==> src/rtl/core/espd_pkg.sv <==
// ----------------------------------------------------------------------------
// espd_pkg
// Shared constants and types of the escape-shift PCM chunk decoder.
// ----------------------------------------------------------------------------
package espd_pkg;

    localparam int unsigned SAMPLES_PER_CHUNK = 2048;
    localparam int unsigned SCNT_W            = $clog2(SAMPLES_PER_CHUNK);

    localparam logic [7:0]  ESCAPE_BYTE = 8'h80;

    localparam int unsigned FIFO_DEPTH = 2;
    localparam int unsigned FIFO_PTR_W = $clog2(FIFO_DEPTH);
    localparam int unsigned FIFO_CNT_W = $clog2(FIFO_DEPTH + 1);

    typedef struct packed {
        logic signed [15:0] sample;
        logic               channel;
        logic               last_in_chunk;
        logic               chunk_error;
    } result_t;

endpackage

==> src/rtl/core/espd_decode.sv <==
// ----------------------------------------------------------------------------
// espd_decode
// Chunk parser: length, shift byte, plain and escaped samples, surplus skip.
// Produces at most one result per accepted byte.
// ----------------------------------------------------------------------------
module espd_decode
(
    input  logic              clk,
    input  logic              rst_n,
    input  logic              accept,
    input  logic [7:0]        data_byte,
    output logic              res_valid,
    output espd_pkg::result_t res
);
    import espd_pkg::*;

    typedef enum logic [2:0] {
        PH_LEN_HI,
        PH_LEN_LO,
        PH_SHIFT,
        PH_SAMPLE,
        PH_ESC_HI,
        PH_ESC_LO,
        PH_SKIP
    } phase_t;

    localparam logic [SCNT_W-1:0] SCNT_LAST = SCNT_W'(SAMPLES_PER_CHUNK - 1);

    phase_t              phase_reg, phase_next;
    logic [15:0]         bytes_left_reg, bytes_left_next;
    logic [3:0]          shift_even_reg, shift_even_next;
    logic [3:0]          shift_odd_reg, shift_odd_next;
    logic [SCNT_W-1:0]   samples_done_reg, samples_done_next;
    logic [7:0]          escape_high_reg, escape_high_next;

    logic [15:0]         bytes_dec;
    logic                chunk_end;
    logic [3:0]          shift_sel;
    logic [15:0]         ext;
    logic [15:0]         plain_value;
    logic                sample_go;
    logic [15:0]         sample_value;
    logic                error_go;
    logic                last_sample;

    always_comb
    begin
        bytes_dec   = bytes_left_reg - 16'd1;
        chunk_end   = (bytes_dec == 16'd0);
        shift_sel   = samples_done_reg[0] ? shift_odd_reg : shift_even_reg;
        ext         = {{8{data_byte[7]}}, data_byte};
        plain_value = ext << shift_sel;
        last_sample = (samples_done_reg == SCNT_LAST);

        phase_next        = phase_reg;
        bytes_left_next   = bytes_dec;
        shift_even_next   = shift_even_reg;
        shift_odd_next    = shift_odd_reg;
        samples_done_next = samples_done_reg;
        escape_high_next  = escape_high_reg;
        sample_go         = 1'b0;
        sample_value      = plain_value;
        error_go          = 1'b0;

        case (phase_reg)
            PH_LEN_HI:
            begin
                bytes_left_next = {data_byte, 8'h00};
                phase_next      = PH_LEN_LO;
            end
            PH_LEN_LO:
            begin
                bytes_left_next = {bytes_left_reg[15:8], data_byte};
                if ({bytes_left_reg[15:8], data_byte} == 16'd0)
                    error_go = 1'b1;
                else
                    phase_next = PH_SHIFT;
            end
            PH_SHIFT:
            begin
                shift_even_next   = data_byte[7:4];
                shift_odd_next    = data_byte[3:0];
                samples_done_next = '0;
                if (chunk_end)
                    error_go = 1'b1;
                else
                    phase_next = PH_SAMPLE;
            end
            PH_SAMPLE:
            begin
                if (data_byte == ESCAPE_BYTE)
                begin
                    if (chunk_end)
                        error_go = 1'b1;
                    else
                        phase_next = PH_ESC_HI;
                end
                else
                    sample_go = 1'b1;
            end
            PH_ESC_HI:
            begin
                escape_high_next = data_byte;
                if (chunk_end)
                    error_go = 1'b1;
                else
                    phase_next = PH_ESC_LO;
            end
            PH_ESC_LO:
            begin
                sample_value = {escape_high_reg, data_byte};
                sample_go    = 1'b1;
            end
            PH_SKIP:
            begin
                if (chunk_end)
                    phase_next = PH_LEN_HI;
            end
            default:
            begin
                phase_next = PH_LEN_HI;
            end
        endcase

        // finish a sample: last of chunk, early end, or continue
        if (sample_go)
        begin
            if (last_sample)
            begin
                samples_done_next = '0;
                phase_next        = chunk_end ? PH_LEN_HI : PH_SKIP;
            end
            else if (chunk_end)
                error_go = 1'b1;
            else
            begin
                samples_done_next = samples_done_reg + 1'b1;
                phase_next        = PH_SAMPLE;
            end
        end

        if (error_go)
        begin
            samples_done_next = '0;
            phase_next        = PH_LEN_HI;
        end

        res_valid         = accept && (sample_go || error_go);
        res.sample        = error_go ? 16'sd0 : $signed(sample_value);
        res.channel       = error_go ? 1'b0 : samples_done_reg[0];
        res.last_in_chunk = error_go ? 1'b0 : last_sample;
        res.chunk_error   = error_go;
    end

    always_ff @(posedge clk or negedge rst_n)
    begin
        if (!rst_n)
        begin
            phase_reg        <= PH_LEN_HI;
            bytes_left_reg   <= '0;
            shift_even_reg   <= '0;
            shift_odd_reg    <= '0;
            samples_done_reg <= '0;
            escape_high_reg  <= '0;
        end
        else if (accept)
        begin
            phase_reg        <= phase_next;
            bytes_left_reg   <= bytes_left_next;
            shift_even_reg   <= shift_even_next;
            shift_odd_reg    <= shift_odd_next;
            samples_done_reg <= samples_done_next;
            escape_high_reg  <= escape_high_next;
        end
    end

endmodule

==> src/rtl/core/espd_out_buf.sv <==
// ----------------------------------------------------------------------------
// espd_out_buf
// Two-entry result register with skid; holds results while the sink stalls.
// ----------------------------------------------------------------------------
module espd_out_buf
(
    input  logic              clk,
    input  logic              rst_n,
    input  logic              push,
    input  espd_pkg::result_t push_data,
    output logic              full,
    output logic              out_valid,
    input  logic              out_stall,
    output espd_pkg::result_t out_data
);
    import espd_pkg::*;

    result_t                 mem_reg [FIFO_DEPTH];
    logic [FIFO_PTR_W-1:0]   wr_ptr_reg;
    logic [FIFO_PTR_W-1:0]   rd_ptr_reg;
    logic [FIFO_CNT_W-1:0]   count_reg;
    logic                    pop;

    assign full      = (count_reg == FIFO_CNT_W'(FIFO_DEPTH));
    assign out_valid = (count_reg != '0);
    assign out_data  = mem_reg[rd_ptr_reg];
    assign pop       = out_valid && !out_stall;

    always_ff @(posedge clk)
    begin
        if (push)
            mem_reg[wr_ptr_reg] <= push_data;
    end

    always_ff @(posedge clk or negedge rst_n)
    begin
        if (!rst_n)
        begin
            wr_ptr_reg <= '0;
            rd_ptr_reg <= '0;
            count_reg  <= '0;
        end
        else
        begin
            if (push)
                wr_ptr_reg <= wr_ptr_reg + 1'b1;
            if (pop)
                rd_ptr_reg <= rd_ptr_reg + 1'b1;
            if (push && !pop)
                count_reg <= count_reg + 1'b1;
            else if (pop && !push)
                count_reg <= count_reg - 1'b1;
        end
    end

endmodule

==> src/rtl/core/escape_shift_pcm_decoder_core.sv <==
// ----------------------------------------------------------------------------
// escape_shift_pcm_decoder_core
// Escape-shift PCM chunk decoder: one payload byte in per beat, at most one
// decoded sample or chunk error out per byte.
// A result is registered in the result buffer with its byte and leaves behind any older results.
// Throughput: one byte per cycle while the result buffer is not full; the parser state updates in a single pass.
// Input stalls only when both entries of the result buffer are occupied.
// Reset (rst_n low, async): parser waits for a length high byte, buffer empty.
// ----------------------------------------------------------------------------
module escape_shift_pcm_decoder_core
(
    input  logic               clk,
    input  logic               rst_n,
    input  logic               in_valid,
    output logic               in_stall,
    input  logic [7:0]         data_byte,
    output logic               out_valid,
    input  logic               out_stall,
    output logic signed [15:0] sample,
    output logic               channel,
    output logic               last_in_chunk,
    output logic               chunk_error
);
    import espd_pkg::*;

    logic    accept;
    logic    res_valid;
    result_t res;
    logic    buf_full;
    result_t out_data;

    assign in_stall = buf_full;
    assign accept   = in_valid && !buf_full;

    espd_decode u_decode
    (
        .clk       (clk),
        .rst_n     (rst_n),
        .accept    (accept),
        .data_byte (data_byte),
        .res_valid (res_valid),
        .res       (res)
    );

    espd_out_buf u_out_buf
    (
        .clk       (clk),
        .rst_n     (rst_n),
        .push      (res_valid),
        .push_data (res),
        .full      (buf_full),
        .out_valid (out_valid),
        .out_stall (out_stall),
        .out_data  (out_data)
    );

    assign sample        = out_data.sample;
    assign channel       = out_data.channel;
    assign last_in_chunk = out_data.last_in_chunk;
    assign chunk_error   = out_data.chunk_error;

endmodule

==> config.mk <==
export PLATFORM = sky130hd
export DESIGN_NAME = escape_shift_pcm_decoder_core
export DESIGN_NICKNAME = d
export VERILOG_FILES = /design/src/rtl/core/espd_pkg.sv /design/src/rtl/core/espd_decode.sv /design/src/rtl/core/espd_out_buf.sv /design/src/rtl/core/escape_shift_pcm_decoder_core.sv
export SDC_FILE = /design/constraint.sdc
export NUM_CORES = 1
export LEC_CHECK = 0
export ABC_AREA = 0
export BUFFER_PORTS_ARGS = -buffer_cell sky130_fd_sc_hd__buf_2
export CORE_ASPECT_RATIO = 0.7
export CORE_MARGIN = 5
export CORE_UTILIZATION = 55
export CTS_BUF_LIST = sky130_fd_sc_hd__clkbuf_4
export DETAILED_ROUTE_END_ITERATION = 12
export HOLD_SLACK_MARGIN = 0.1
export PLACE_DENSITY = 0.82
export RECOVER_POWER = 100
export SYNTH_ARGS = -nofsm -noshare
export SYNTH_HDL_FRONTEND = slang
export SYNTH_SLANG_ARGS = --single-unit
==> constraint.sdc <==
create_clock -name clk -period 9.3 [get_ports clk]
set_input_delay 0.465 -clock clk [delete_from_list [all_inputs] [get_ports clk]]
set_output_delay 0.465 -clock clk [all_outputs]
set_load 0.01 [all_outputs]
==> qor.csv, run 1 <==
metric,value,unit
dieArea,11700,um^2
synth_common_cells,"nor2_1, dfrtp_1, a21oi_1, mux2_2, edfxtp_1",
routed_wl,13.0,mm
area_delta_synth_final,4.65,%
synthArstFlopShare,0.568,
leakage,2.10,nW
ir_drop,0.172,mV
finalWeightedCongestion,0.939,
core_area,9220,um^2
hold_viol,0,
rr_worst_depth,9,
crit_fanout,19,
min_period,4490,ps
grt_setup_unrepaired,no,
initial_core_util,0.572,
io_pins,33,
slowest_stage,o21ai_0,
power_frac_seq,0.373,
failed_checks,"capacitance limit, slew limit",
grt_overflow,0,
startpoint,u_decode.bytes_left_reg[1],
clkLatencyLatePin,460,ps
routed-via-count,4410,
nFillCells,794,
synth_warnings,0,
antenna_found_initial,0,
met1_usage,0.344,
slowest_delay,1620,ps
pwr-share-clk,0.138,
finalSetupTns,0,ps
grt_pass1_wl,21.4,mm
htree_levels,3,
wl_per_cell,19.4,um
clock.fmax,0.223,GHz
drv_slew,71,
maxSlewHeadroom,-0.804,
syn-num-nets,546,
synth.most_common_cell,nor2_1,
intPower,1.01,mW
synth-seq-cells,88,
drv_cap,2,
netlist_area,5270,um^2
first_pass_iters,6,
crit_required,9420,ps
cp-endpoint,u_out_buf.mem_reg[0][15],
portBuffers,32,
ys.flop_type,dfrtp_1,
rr_startpoint,u_decode.bytes_left_reg[1],
finalNetCount,558,
rrSetupSlack,4810,ps
die-width,127,um
cts-hold-fix-buffers,0,
power.density,335,nW/um^2
yosys-top-cells-area,"dfrtp_1, edfxtp_1, mux2_2, nor2_1, a21oi_1",
post-place-ws,6120,ps
p_sw_frac,0.455,
cts_max_path_buffers,2,
synthDistinctLibCells,73,
largest_reg_flops,38,
cts_buffers,9,
busiest_layer,met1,
p_sw,841,uW
synthCells,530,
cts_tree,built,
critical_path_class,flop to flop,
grt_use_met2,0.338,
antenna_left,0,
p_total,1.85,mW
cts_sinks,88,
crit_arrival,4610,ps
worst_slack,4810,ps
path_cells,"inv_1, ha_1, nor3b_1, xor2_1, nor3_1, nand4_1, a2111o_1, o21ai_0, nor2_1",
num_antenna_cells,0,
cts_setup_buffers,0,
synth.avg_cell_area,9.95,um^2
via_per_inst,6.57,
start_kind,flop,
critPathCaptureType,flop,
synth_top_area_cell,dfrtp_1,
yosysSeqAreaShare,0.454,
yosysTopAreaCellShare,0.237,
use_met3,0.0505,
fin_crit_sh,0.483,
grt_max_degree,51,
cts_resized,0,
grt_util_all_layers,0.227,
skew,14.9,ps
fp-row-count,29,
instances_no_fill,671,
path_delay_family,compound AO/OA/AOI/OAI gates,
drt_iter0_drc,628,
dp_hpwl,9.10,mm
drc,0,
status,"complete, but fails checks",
dp_cells,655,
grt_pass1_vias,4048,
tightestPinTransition,2710,ps
cp_num_buf_inv,1,
cp.depth,9,
chipHeight,91.9,um
final_layout_size_suffix_gt1_frac,0.155,
p_comb_frac,0.489,
clockRootBuffer,clkbuf_4,
synth-edff-count,38,
hold_path_class,input pin to flop,
clkTransAtPathRegs,160,ps
setup_violations,0,
r2r-end,u_out_buf.mem_reg[0][15],
through the flow:
stage / hold slack (ps) / util / area [um^2]
after global placement: 481 / 0.588 / 5420
after detailed placement: 471 / 0.588 / 5420
final: 310 / 0.599 / 5520
after floorplan: 169 / - / 5270
after global routing: 320 / 0.599 / 5520
after CTS: 111 / 0.606 / 5590
routing by layer:
layer	wire length [um]	vias up
met5	0	-
met2	5750	256
met1	5820	2127
li1	-	2010
met3	1290	17
met4	140	0
cells in the final DEF (no fill, tap or decap), types with 13 or more instances in the layout:
master / instances
o21ai_0: 39
edfxtp_1: 38
nor3_1: 19
nand2_1: 34
a31oi_1: 13
mux2_2: 37
nor2_1: 59
mux2i_1: 18
nand3_1: 15
clkbuf_1: 22
buf_2: 13
dfrtp_1: 50
a21oi_1: 40
power groups by stage:
stage	Combinational [mW]	Sequential [mW]	Clock (mW)
2_1_floorplan	0.752	0.612	0
3_3_place_gp	0.866	0.683	0
3_5_place_dp	0.898	0.690	0
4_1_cts	0.904	0.682	0.258
5_1_grt	0.992	0.701	0.276
6_report	0.904	0.688	0.256
cell families (layout without fill, tap and decap cells):
kind of cell             after synthesis  after routing  share of synthesized area
AO/OA/AOI/OAI                        146            146                      0.180
adder cells (fa/ha/maj)                4              4                    0.00949
flip-flops                            88             88                      0.454
multiplexers                          58             58                      0.120
XOR/XNOR                               7              7                     0.0116
AND/OR/NAND/NOR                      181            181                      0.178
buffers and inverters                 46             63                     0.0467
worst min-delay path by stage:
stage | cells after the start | slack, ps | endpoint | startpoint
2_1_floorplan | 0 | 170 | u_decode.bytes_left_reg[0] | rst_n
3_3_place_gp | 1 | 480 | u_decode.escape_high_reg[0] | u_decode.escape_high_reg[0]
3_5_place_dp | 1 | 470 | u_out_buf.count_reg[1] | u_out_buf.count_reg[1]
4_1_cts | 2 | 110 | u_decode.bytes_left_reg[0] | rst_n
5_1_grt | 3 | 320 | u_out_buf.rd_ptr_reg | out_stall
6_report | 3 | 310 | u_out_buf.rd_ptr_reg | out_stall
final cells by class:
class | instances | area, um^2 | share of cell area
tap | 124 | 155 | 0.0281
multi-input combinational | 396 | 2600 | 0.471
timing repair buffer | 37 | 163 | 0.0295
clock inverter | 7 | 101 | 0.0184
inverter | 10 | 37.5 | 0.00680
sequential | 88 | 2390 | 0.434
clock buffer | 9 | 67.6 | 0.0122
worst register-to-register path: stages, from the launching register on:
cell and delay (ps):
dfrtp_1 480, inv_1 130, ha_1 340, nor3b_1 400, xor2_1 120, nor3_1 270, nand4_1 130, a2111o_1 420
o21ai_0 1620, nor2_1 240
No activity file was read; power rests on OpenSTA's default activity.
==> run 2: changes to the inputs <==
--- a/config.mk
+++ b/config.mk
@@ -5,7 +5,7 @@
 export SDC_FILE = /design/constraint.sdc
 export NUM_CORES = 1
 export LEC_CHECK = 0
-export ABC_AREA = 0
+export ABC_AREA = 1
 export BUFFER_PORTS_ARGS = -buffer_cell sky130_fd_sc_hd__buf_2
 export CORE_ASPECT_RATIO = 0.7
 export CORE_MARGIN = 5
==> constraint.sdc (replaced) <==
create_clock -name clk -period 4.3 [get_ports clk]
set_input_delay 0.215 -clock clk [delete_from_list [all_inputs] [get_ports clk]]
set_output_delay 0.215 -clock clk [all_outputs]
set_load 0.01 [all_outputs]
==> run 2 against run 1 <==
Effect of this change:
- the flow still finishes with violations (capacitance limit, slew limit)
- wire length down 3.8%
- synthesized area down 1.0%
- sequential power up 110%
- power up 110%
- via count up 4.2%
- non-clock buffer count up 8
- worst hold slack worse by 160 ps
- utilization up 1.5 points
- count of clock-buffer cells in the layout up 2
- combinational power up 120%
- critical endpoint is now u_decode.samples_done_reg[6]
- highest routed layer unchanged
- clock skew up 8.7 ps
==> qor.csv, run 2 <==
metric,value,unit
syn-num-nets,688,
synth_common_cells,"nand2_1, nor2_1, inv_1",
cts_sinks,88,
ys.flop_type,dfrtp_1,
portBuffers,32,
clkLatencyLatePin,460,ps
status,"complete, but fails checks",
finalSetupTns,0,ps
grt_pass1_vias,4378,
num_antenna_cells,0,
whs,146,ps
grt_max_degree,51,
fp-row-count,29,
chipHeight,91.5,um
crit_arrival,3650,ps
register_area,2390,um^2
hold_path_class,input pin to flop,
routed-via-count,4597,
crit_required,4670,ps
initial_core_util,0.571,
dp_hpwl,9.03,mm
crit_fanout,20,
largest_reg_flops,38,
cts_buffers,9,
skew,23.6,ps
setup_violations,0,
drc,0,
die-width,126,um
hold_start,data_byte[0],
htree_levels,3,
ir_drop,0.348,mV
synth_warnings,0,
fin_crit_sh,0.762,
drv_slew,51,
core_area,9140,um^2
maxSlewHeadroom,-0.870,
synth-seq-cells,88,
place_area,5450,um^2
antenna_left,0,
clockRootBuffer,clkbuf_4,
layout_common_cells,"nand2_1, o21ai_0, nor2_1",
grt_setup_unrepaired,no,
yosys-top-cells-area,"dfrtp_1, edfxtp_1, nand2_1, o21ai_0, nor2_1",
rr_worst_depth,14,
startpoint,u_decode.bytes_left_reg[0],
antenna_found_initial,0,
cts_tree,built,
clkTransAtPathRegs,130,ps
tightestPinTransition,2800,ps
grt_util_all_layers,0.224,
cts_max_path_buffers,2,
synthDistinctLibCells,44,
synthArstFlopShare,0.568,
critPathCaptureType,flop,
power.density,701,nW/um^2
synth.avg_cell_area,7.76,um^2
multi_input_area,2410,um^2
hold_viol,0,
finalWeightedCongestion,0.976,
wl_per_cell,15.0,um
synthCells,672,
start_kind,flop,
via_per_inst,5.51,
fin_area,5610,um^2
first_pass_iters,5,
failed_checks,"capacitance limit, slew limit",
yosysSeqAreaShare,0.459,
netlist_area,5220,um^2
leakage,2.53,nW
synth_top_area_cell,dfrtp_1,
clock.fmax,0.305,GHz
hold_depth,3,
synth.most_common_cell,nand2_1,
area_delta_synth_final,7.48,%
final_layout_size_suffix_gt1_frac,0.0802,
rr_startpoint,u_decode.bytes_left_reg[0],
mostFrequentLayoutCell,nand2_1,
grt_pass1_wl,21.0,mm
nFillCells,841,
grt_overflow,0,
synth-edff-count,38,
critical_path_class,flop to flop,
io_pins,33,
finalNetCount,722,
yosysTopAreaCellShare,0.240,
drt_iter0_drc,433,
dieArea,11600,um^2
min_period,3280,ps
drv_cap,1,
routed_wl,12.5,mm
## run 2: cell types whose count changed in the layout (fill, tap and decap cells not counted), moves of 7 or more
cell / change
a21oi_1: -24
dlygate4sd3_1: +9
inv_1: +51
mux2_2: -37
mux2i_1: -16
nand2_1: +201
nor2_1: +8
nor3_1: -15
o211ai_1: -8
o21ai_0: +30
o22ai_1: +7
## run 2: cell families (layout without fill, tap and decap cells)
family / after synthesis / after routing / synth area share
AOI/OAI and AO/OA: 125 / 125 / 0.140
xor gates and xnor gates: 13 / 13 / 0.0233
adders and majority gates: 4 / 4 / 0.00959
buffers and inverters: 86 / 125 / 0.0683
DFF: 88 / 88 / 0.459
muxes: 2 / 2 / 0.00384
and+or+nand+nor: 354 / 354 / 0.297
## run 2: timing repair
item / CTS / global route
hold buffers: 9 / 0
gates resized for setup: 0 / 0
hold endpoints to repair: 58 / 0
buffers inserted: 0 / 0
## run 2: cell type report
| cell class | count | share of cell area |
|---|---|---|
| inverter | 64 | 0.0428 |
| timing repair buffer | 45 | 0.0440 |
| multi-input combinational | 498 | 0.430 |
| sequential | 88 | 0.427 |
| tap | 124 | 0.0277 |
| clock buffer | 11 | 0.0147 |
| clock inverter | 5 | 0.0145 |
## run 2: worst max-delay path: stages (launching register included)
cell and delay (ps):
dfrtp_1 460, inv_1 220, ha_1 330, nand2_4 120, nor2_2 150, nand3b_1 100
nand2_1 100, nor2_1 50, nand2_1 70, nor2_1 80, nand3_1 130, nand3_1 710
nor2_8 350, nand2_4 130, o21ai_0 190
## run 2: worst paths after layout
kind | endpoint | slack [ps]
setup / recovery | u_decode.samples_done_reg[6] | 1020
hold / removal | u_decode.bytes_left_reg[0] | 150
setup reg to reg | u_decode.samples_done_reg[6] | 1020
hold reg to reg | u_decode.samples_done_reg[9] | 500
max in group asynchronous | u_decode.escape_high_reg[4] | 1440
min in group asynchronous | u_decode.bytes_left_reg[5] | 1270
## run 2: through the flow
stage          total power [mW]  cells  setup slack [ps]   util
2_1_floorplan              2.93    672              1250      -
3_3_place_gp               3.36    810              1520  0.596
3_5_place_dp               3.44    810              1380  0.596
4_1_cts                    3.98    835              1350  0.624
5_1_grt                    4.26    835               672  0.613
6_report                   3.93    835              1020  0.613
## run 2: layer usage
| metal | wire, um | vias up | track usage |
|---|---|---|---|
| met2 | 5620 | 190 | 0.350 |
| met5 | 0 | - | 0 |
| met3 | 1140 | 24 | 0.0592 |
| li1 | - | 2269 | - |
| met4 | 230 | 0 | 0.0607 |
| met1 | 5510 | 2114 | 0.310 |
## run 2: power breakdown
group          switching [mW]  internal (mW)  leakage (nW)
clock network           0.284          0.250        0.0875
registers               0.252           1.19         0.975
logic                    1.32          0.635          1.47
==> run 3: changes to the inputs <==
--- a/config.mk
+++ b/config.mk
@@ -13,7 +13,7 @@
 export CTS_BUF_LIST = sky130_fd_sc_hd__clkbuf_4
 export DETAILED_ROUTE_END_ITERATION = 12
 export HOLD_SLACK_MARGIN = 0.1
-export PLACE_DENSITY = 0.82
+export PLACE_DENSITY = 0.85
 export RECOVER_POWER = 100
 export SYNTH_ARGS = -nofsm -noshare
 export SYNTH_HDL_FRONTEND = slang
==> constraint.sdc (replaced) <==
create_clock -name clk -period 2.95 [get_ports clk]
set_input_delay 0.1475 -clock clk [delete_from_list [all_inputs] [get_ports clk]]
set_output_delay 0.1475 -clock clk [all_outputs]
set_load 0.01 [all_outputs]
==> run 3 against run 2 <==
Effect of this change:
- the flow still finishes with violations (capacitance limit, slew limit)
- die area stayed put
- final area is 1.2% higher
- critical path depth is 3 lower
- fmax is 20% higher
- global-route usage is 0.15 points lower
- first-iteration DRC count is 2.5% higher
- combinational power is 49% higher
- register-to-register slack worse by 790 ps
- highest routed layer unchanged
==> qor.csv, run 3 (synthesis results as in run 2) <==
metric,value,unit
drc,0,
finalNetCount,732,
mostFrequentLayoutCell,nand2_1,
initial_core_util,0.571,
grt_setup_unrepaired,no,
antenna_found_initial,0,
power.density,993,nW/um^2
grt_max_degree,41,
largest_reg_flops,38,
routed-via-count,4645,
slowest_delay,580,ps
maxSlewHeadroom,-0.509,
clockRootBuffer,clkbuf_4,
via_per_inst,5.50,
cts_sinks,88,
cts_max_path_buffers,2,
failed_checks,"capacitance limit, slew limit",
fin_crit_sh,0.922,
io_pins,33,
grt_pass1_wl,21.1,mm
finalWeightedCongestion,0.952,
routed_wl,12.5,mm
tightestPinTransition,2260,ps
crit_fanout,20,
portBuffers,32,
dp_hpwl,8.89,mm
die-width,126,um
fin_area,5680,um^2
crit_arrival,3100,ps
drt_iter0_drc,444,
ir_drop,0.554,mV
critPathCaptureType,flop,
start_kind,flop,
place_area,5520,um^2
cts_tree,built,
fp-row-count,29,
skew,19.9,ps
path_cells,"ha_1, nand2_1, nor3b_2, nand2_1, nor2_1, nor2_1, nand3_1, nand3_2, nor2_8, nand2_4, o21ai_0",
critical_path_class,flop to flop,
first_pass_iters,5,
met3_length,1.04,mm
dieArea,11600,um^2
clkTransAtPathRegs,150,ps
antenna_left,0,
setup_violations,0,
wl_met2,5.58,mm
status,"complete, but fails checks",
drv_slew,41,
hold_viol,0,
grt_pass1_vias,4546,
grt_overflow,0,
clock.fmax,0.368,GHz
htree_levels,3,
core_area,9140,um^2
clkLatencyLatePin,460,ps
final_layout_size_suffix_gt1_frac,0.0971,
num_antenna_cells,0,
cts_buffers,9,
hold_path_class,input pin to flop,
finalSetupTns,0,ps
slowest_stage,dfrtp_1,
drv_cap,1,
layout_common_cells,"nand2_1, o21ai_0, nor2_1",
wl_per_cell,14.8,um
area_delta_synth_final,8.78,%
chipHeight,91.5,um
min_period,2720,ps
crit_required,3320,ps
leakage,2.57,nW
wl_met1,5.65,mm
grt_util_all_layers,0.222,
top_layer_used,met4,
run 3: metal layers:
| layer | GRT usage | vias up |
|---|---|---|
| met5 | 0 | - |
| met1 | 0.307 | 2145 |
| met4 | 0.0750 | 0 |
| li1 | - | 2288 |
| met3 | 0.0481 | 23 |
| met2 | 0.350 | 189 |
run 3: final cells by class:
cell class | instances | area (um^2)
multi-input cells | 498 | 2440
repair buffers | 55 | 320
clock buffers | 10 | 75.1
fillers | 816 | 3470
inverters | 64 | 240
clock inverters | 6 | 46.3
well taps | 124 | 155
flip-flops and latches | 88 | 2390
run 3: repair_timing:
| item | 4_1_cts | 5_1_grt |
|---|---|---|
| hold buffers | 10 | 0 |
| setup endpoints to repair | 0 | 1 |
| endpoints found under the hold margin | 56 | 0 |
| setup buffers | 0 | 1 |
| gates resized for setup | 0 | 3 |
run 3: critical path: cells and delay by family (launching register included):
family	cells	cell delay, ps
AO/OA/AOI/OAI	1	180
adder cells (fa/ha/maj)	1	250
flip-flops	1	580
AND/OR/NAND/NOR	9	1620
run 3: final timing paths:
kind / from / end / slack, ps / depth (start not counted)
max in group asynchronous: rst_n / u_decode.bytes_left_reg[2] / 640 / 2
min: in_valid / u_decode.bytes_left_reg[1] / 210 / 4
max: u_decode.samples_done_reg[0] / u_decode.samples_done_reg[4] / 230 / 11
min in group asynchronous: rst_n / u_decode.samples_done_reg[9] / 880 / 2
max reg2reg: u_decode.samples_done_reg[0] / u_decode.samples_done_reg[4] / 230 / 11
min reg2reg: u_decode.escape_high_reg[3] / u_decode.escape_high_reg[3] / 510 / 2
run 3: power by group:
part	switching, mW	leakage, nW	internal, mW
logic	1.93	1.52	0.984
clock network	0.434	0.0699	0.189
registers	0.361	0.974	1.74
run 3: metrics by stage:
stage	instances	power (mW)	hold slack [ps]	util	setup slack, ps
floorplan	672	4.27	-148	-	204
finish	845	5.64	215	0.621	230
detailed placement	818	5.05	345	0.603	189
global placement	818	4.93	325	0.603	266
CTS	844	5.69	124	0.627	167
global route	845	6.16	248	0.621	21.2
